===== config.mk =====
export PLATFORM = sky130hd
export DESIGN_NAME = tksd_front
export DESIGN_NICKNAME = d
export VERILOG_FILES = /design/src/rtl/core/top_k_select_with_dedup_top_assert.svh /design/src/rtl/core/tksd_pkg.sv /design/src/rtl/core/tksd_front.sv
export SDC_FILE = /design/constraint.sdc
export NUM_CORES = 1
export LEC_CHECK = 0
export BUFFER_PORTS_ARGS = -buffer_cell sky130_fd_sc_hd__buf_4
export CORE_AREA = 2 2 185 151
export DETAILED_ROUTE_END_ITERATION = 8
export DIE_AREA = 0 0 187 153
export PLACE_DENSITY = 0.78
export SETUP_SLACK_MARGIN = 0.1
export SLEW_MARGIN = 20
export SYNTH_ARGS = -nofsm -noshare
export SYNTH_HDL_FRONTEND = slang
export SYNTH_SLANG_ARGS = --single-unit

===== constraint.sdc =====
create_clock -name clk -period 5.1 [get_ports clk]
set_input_delay 1.02 -clock clk [delete_from_list [all_inputs] [get_ports clk]]
set_output_delay 1.02 -clock clk [all_outputs]
set_load 0.1 [all_outputs]

===== src/rtl/core/top_k_select_with_dedup_top_assert.svh =====
// ----------------------------------------------------------------------------
// Assertion macros for the top-k selection block
// Each macro clocks on clk and is disabled while rst is high.
// ----------------------------------------------------------------------------
`ifndef TOP_K_SELECT_WITH_DEDUP_TOP_ASSERT_SVH
`define TOP_K_SELECT_WITH_DEDUP_TOP_ASSERT_SVH
`ifndef ASSERT_OFF
`define TKSD_ASSERT_PROP(label, prop) \
  label: assert property (@(posedge clk) disable iff (rst) prop) \
    else $error("property violated");
`define TKSD_ASSERT_NEVER(label, cond) \
  label: assert property (@(posedge clk) disable iff (rst) !(cond)) \
    else $error("forbidden condition seen");
`else
`define TKSD_ASSERT_PROP(label, prop)
`define TKSD_ASSERT_NEVER(label, cond)
`endif
`endif


===== src/rtl/core/tksd_pkg.sv =====
// ----------------------------------------------------------------------------
// tksd_pkg
// Shared widths, limits and request types of the top-k selection block.
// ----------------------------------------------------------------------------
`default_nettype none
package tksd_pkg;

  localparam int KEY_W             = 63;
  localparam int SEQ_W             = 16;
  localparam int TAG_W             = 8;
  localparam int CNT_W             = 7;
  localparam int RESULT_LIMIT      = 64;
  localparam int GROUP_DEPTH_DEF   = 64;
  localparam int QUEUE_DEPTH       = 4;

  typedef struct packed {
    logic [KEY_W-1:0] score_key;
    logic [SEQ_W-1:0] sequence_ident;
    logic [TAG_W-1:0] record_tag;
    logic             group_end;
  } in_req_t;

  typedef struct packed {
    logic [TAG_W-1:0] out_tag;
    logic [KEY_W-1:0] out_key;
    logic [SEQ_W-1:0] out_sequence;
    logic             out_last;
    logic             overflowed;
  } out_req_t;

  typedef struct packed {
    logic [KEY_W-1:0] key;
    logic [SEQ_W-1:0] seq;
    logic [TAG_W-1:0] tag;
  } rec_t;

endpackage
`default_nettype wire


===== src/rtl/core/tksd_front.sv =====
// ----------------------------------------------------------------------------
// tksd_front
// Accepts input requests and queues them for the selection engine.
// ----------------------------------------------------------------------------
`default_nettype none
module tksd_front
  import tksd_pkg::*;
(
  input  wire logic    clk,
  input  wire logic    rst,
  input  wire logic    in_valid,
  output logic         in_ready,
  input  wire in_req_t in_req,
  output logic         q_valid,
  input  wire logic    q_ready,
  output in_req_t      q_data
);

  localparam int QW = $clog2(QUEUE_DEPTH);

  in_req_t         fifo [QUEUE_DEPTH];
  logic [QW-1:0]   wr_ptr;
  logic [QW-1:0]   rd_ptr;
  logic [QW:0]     count;
  logic            push;
  logic            pop;

  assign in_ready = (count != (QW+1)'(QUEUE_DEPTH));
  assign q_valid  = (count != '0);
  assign q_data   = fifo[rd_ptr];
  assign push     = in_valid && in_ready;
  assign pop      = q_valid && q_ready;

  always_ff @(posedge clk) begin
    if (push) begin
      fifo[wr_ptr] <= in_req;
    end
    if (rst) begin
      wr_ptr <= '0;
      rd_ptr <= '0;
      count  <= '0;
    end else begin
      if (push) wr_ptr <= wr_ptr + 1'b1;
      if (pop)  rd_ptr <= rd_ptr + 1'b1;
      count <= count + (QW+1)'(push) - (QW+1)'(pop);
    end
  end

endmodule
`default_nettype wire


# After elaboration in Yosys (flattened, before gate mapping)
# Memories as Yosys holds them, arrays and structs flattened. A register that Yosys moved wholly into a read port is not among the register bits.
# Cells that the tools add are included.
op_classes:
  muxes: 4
  reduce_logical: 3
  eq_ne: 1
  n_addsub: 4
ops:
  columns: ["op", "count"]
  rows:
  - ["$add A2 B1 Y2 const B", 2]
  - ["$mux W2", 2]
  - ["$add A3 B1 Y3", 1]
  - ["$ne A3 B3 Y1 const B", 1]
  - ["$reduce_bool A3 Y1", 1]
  - ["$sub A3 B1 Y3", 1]
  - ["$logic_and A1 B1 Y1", 2]
  - ["$mux W1", 2]
word_totals:
  ramBits: 352
  memories: 1
  elab_cells: 16
  register_bits: 7
  input_bits: 92
mem_list:
  columns: ["name", "words", "width", "rd", "rd_clocked_by_memory_dff", "wr", "line", "rtl"]
  rows:
  - ["fifo", 4, 88, 1, 1, 1, "tksd_front.sv:21", "in_req_t fifo [QUEUE_DEPTH];"]

# Logic depth before layout (Yosys ltp)
logic_depth:
  depth_word: 4
  mapped_depth: 11

# Worst setup path before layout
# Ideal clock, no wire load.
synth_timing:
  kind: "in2reg"
  start: "input port in_valid"
  end: "memory fifo[0][0] in the netlist's numbering (enable)"
  required_ns: 4.644
  cell_stages: 2
  arrival_time_ns: 3.476
  slack_ns: 1.168
  path_cell_list: "a21boi_1 and2_1"
synth_via:
  elab_chain_len: 3
synth_rtl:
  columns: ["element", "line", "rtl"]
  rows:
  - ["start, declared", "tksd_front.sv:11", "input wire logic in_valid,"]
  - ["$logic_and A1 B1 Y1", "tksd_front.sv:31", "assign push = in_valid && in_ready;"]
  - ["$mux W1", "tksd_front.sv:35", "if (push) begin"]
  - ["$mux W1 (implied by the code)", "tksd_front.sv:36", "fifo[wr_ptr] <= in_req;"]
  - ["end, declared", "tksd_front.sv:21", null]
# No other way between the ends.

==> results_dict.tcl <==
set metrics [dict create \
    stdcell_area_um2 16100 \
    met3_length_um 1980 \
    cap_violations 0 \
    ys_ff_latch 361 \
    io-pin-count 182 \
    rows 54 \
    cts_tree "done" \
    relSlewSlack_pct 31.7 \
    wl_per_cell_um 22.0 \
    drt-total-wl_um 24300 \
    utilization_pct 60.1 \
    die_x_um 187 \
    dr_wl_met2_um 12000 \
    root_buffer "clkbuf_16" \
    postRouteAntennaNets 0 \
    ys_seq_area_share_pct 81.7 \
    drc_errors 0 \
    dp_hpwl_um 14300 \
    clk_pin_slew_ps 50 \
    dpl-instance-area_um2 14900 \
    grt_max_degree 77 \
    die_area_um2 28600 \
    ctsHoldBuffers 0 \
    clock-sinks 361 \
    vias 6073 \
    synthCells 509 \
    num_antenna_cells 0 \
    clockBufferDepth 3 \
    area_growth_pct 22.5 \
    drv_slew 0 \
    initial_core_util_pct 49.0 \
    min_period_ps 3540 \
    dp_cells 1041 \
    hold_path_class "register to register" \
    synth_cell_type_count 25 \
    final_common_cell "edfxtp_1" \
    syn_area_per_cell_um2 25.8 \
    hold_viol_final 0 \
    m1WireLength_um 9770 \
    setup_tns_ps 0 \
    cts_buffers 36 \
    rsz0062_at_grt "no" \
    syn_area_um2 13200 \
    ys_warn_count 0 \
    skew_ps 7.42 \
    cts_resized 0 \
    clkLatencyLatePin_ps 490 \
    post_cts_buffers 0 \
    via_per_inst 5.50 \
    critical-path-max-stage-delay_ps 640 \
    outcome "complete, no violations" \
    final_nets 815 \
    final_cell_mix "edfxtp_1 (352), buf_4 (186), mux4_2 (88)" \
    setup_viol 0 \
    worstMarginPinSlew_ps 1020 \
    dr.pass1.iters 5 \
    cp_slowest_cell "mux4_2" \
    grt-ovfl-total 0 \
    worstPathCellList "buf_12 > mux4_2 > buf_4" \
    crit_path_start_kind "register" \
    coreArea_um2 26800 \
    drt_iter0_drc 495 \
    h-tree-depth 2 \
    antenna_found_initial 0 \
    cp.required_ps 4080 \
    synth_nets 608 \
    grtUsageTotal_pct 17.2 \
    cp.arrival_ps 2520 \
    critical_path_class "register to primary output" \
    fmax_ghz 0.283 \
    critical_path_peak_fanout 75 \
    highest_layer "met4" \
    gp_congestion 0.759 \
    drive_above_1_share_pct 44.7 \
    end_kind "primary output" \
    timing.final.crit_share_pct 69.4 \
    io_buffers 181 \
    grt_first_pass_wirelength_um 37500 \
    grt_pass1_vias 6616 \
    die_h_um 153 \
    stdcell_count 1105 \
]
## synth_stat cells
cell type,instances,area [um^2]
mux2_2,1,11.3
nand2b_1,2,12.5
nand2_1,1,3.75
nor3_1,1,5.00
o311ai_0,1,8.76
buf_12,1,20.0
inv_1,5,18.8
o31a_1,1,8.76
clkbuf_1,7,26.3
a21boi_1,1,7.51
nor2b_1,1,6.26
buf_2,10,50.1
ha_1,6,75.1
or3_1,1,6.26
fa_1,1,20.0
edfxtp_1,352,10600
nor2_1,8,30.0
and2_1,5,31.3
buf_6,1,11.3
buf_8,2,30.0
dfxtp_1,9,180
mux2i_1,1,10.0
xor2_1,2,17.5
mux4_2,88,1980
xnor2_1,1,8.76
## critical path, delay by kind of cell, from the launching register on
kind,cells,cell delay (ps)
buffers and inverters,2,790
multiplexers,1,640
flip-flops,1,530
## path summary, 6_finish.rpt
path / startpoint / slack (ps) / end / cells after the start
worst min register to register: rd_ptr[1] / 560 / rd_ptr[1] / 2
worst min-delay path: rd_ptr[1] / 560 / rd_ptr[1] / 2
worst max register to register: count[1] / 2360 / count[2] / 11
worst max-delay path: register / 1560 / q_data[72] / 3
## metrics by stage
stage,setup slack (ps),hold WS [ps]
2_1_floorplan,1170,482
3_3_place_gp,1930,491
6_report,1560,556
5_1_grt,1390,587
4_1_cts,1400,549
3_5_place_dp,1850,536
## kinds of logic (layout without fill, tap and decap cells)
family                   count (synthesis)  count (layout)  share of synthesized area (%)
flip-flops                             361             361                           81.7
multiplexers                            90              90                           15.2
buffers and inverters                   26             258                           1.19
AND/OR/NAND/NOR                         19              19                          0.723
adder cells (fa/ha/maj)                  7               7                          0.723
AO/OA/AOI/OAI                            3               3                          0.190
XOR/XNOR                                 3               3                          0.200
## layer usage
layer	GRT usage (%)	vias to the layer above
met1	22.4	3183
met5	0	-
met2	28.4	262
li1	-	2582
met4	5.25	0
met3	4.73	46
## sequential cells by signal (all words and copies together), names as in the netlist, named ones only
signal,flops
count,3
rd_ptr,2
fifo,352
wr_ptr,2
## layout make-up
type | count | area (um^2)
Clock buffer | 43 | 948
Clock inverter | 20 | 194
Fill cell | 1855 | 10700
Inverter | 5 | 18.8
Multi-Input combinational cell | 122 | 2250
Sequential cell | 361 | 10800
Tap cell | 364 | 455
Timing Repair Buffer | 190 | 1480
Power is left out: the tool's default activity adds up to more than one toggle a clock period on the data nets, which glitch-free logic cannot reach.
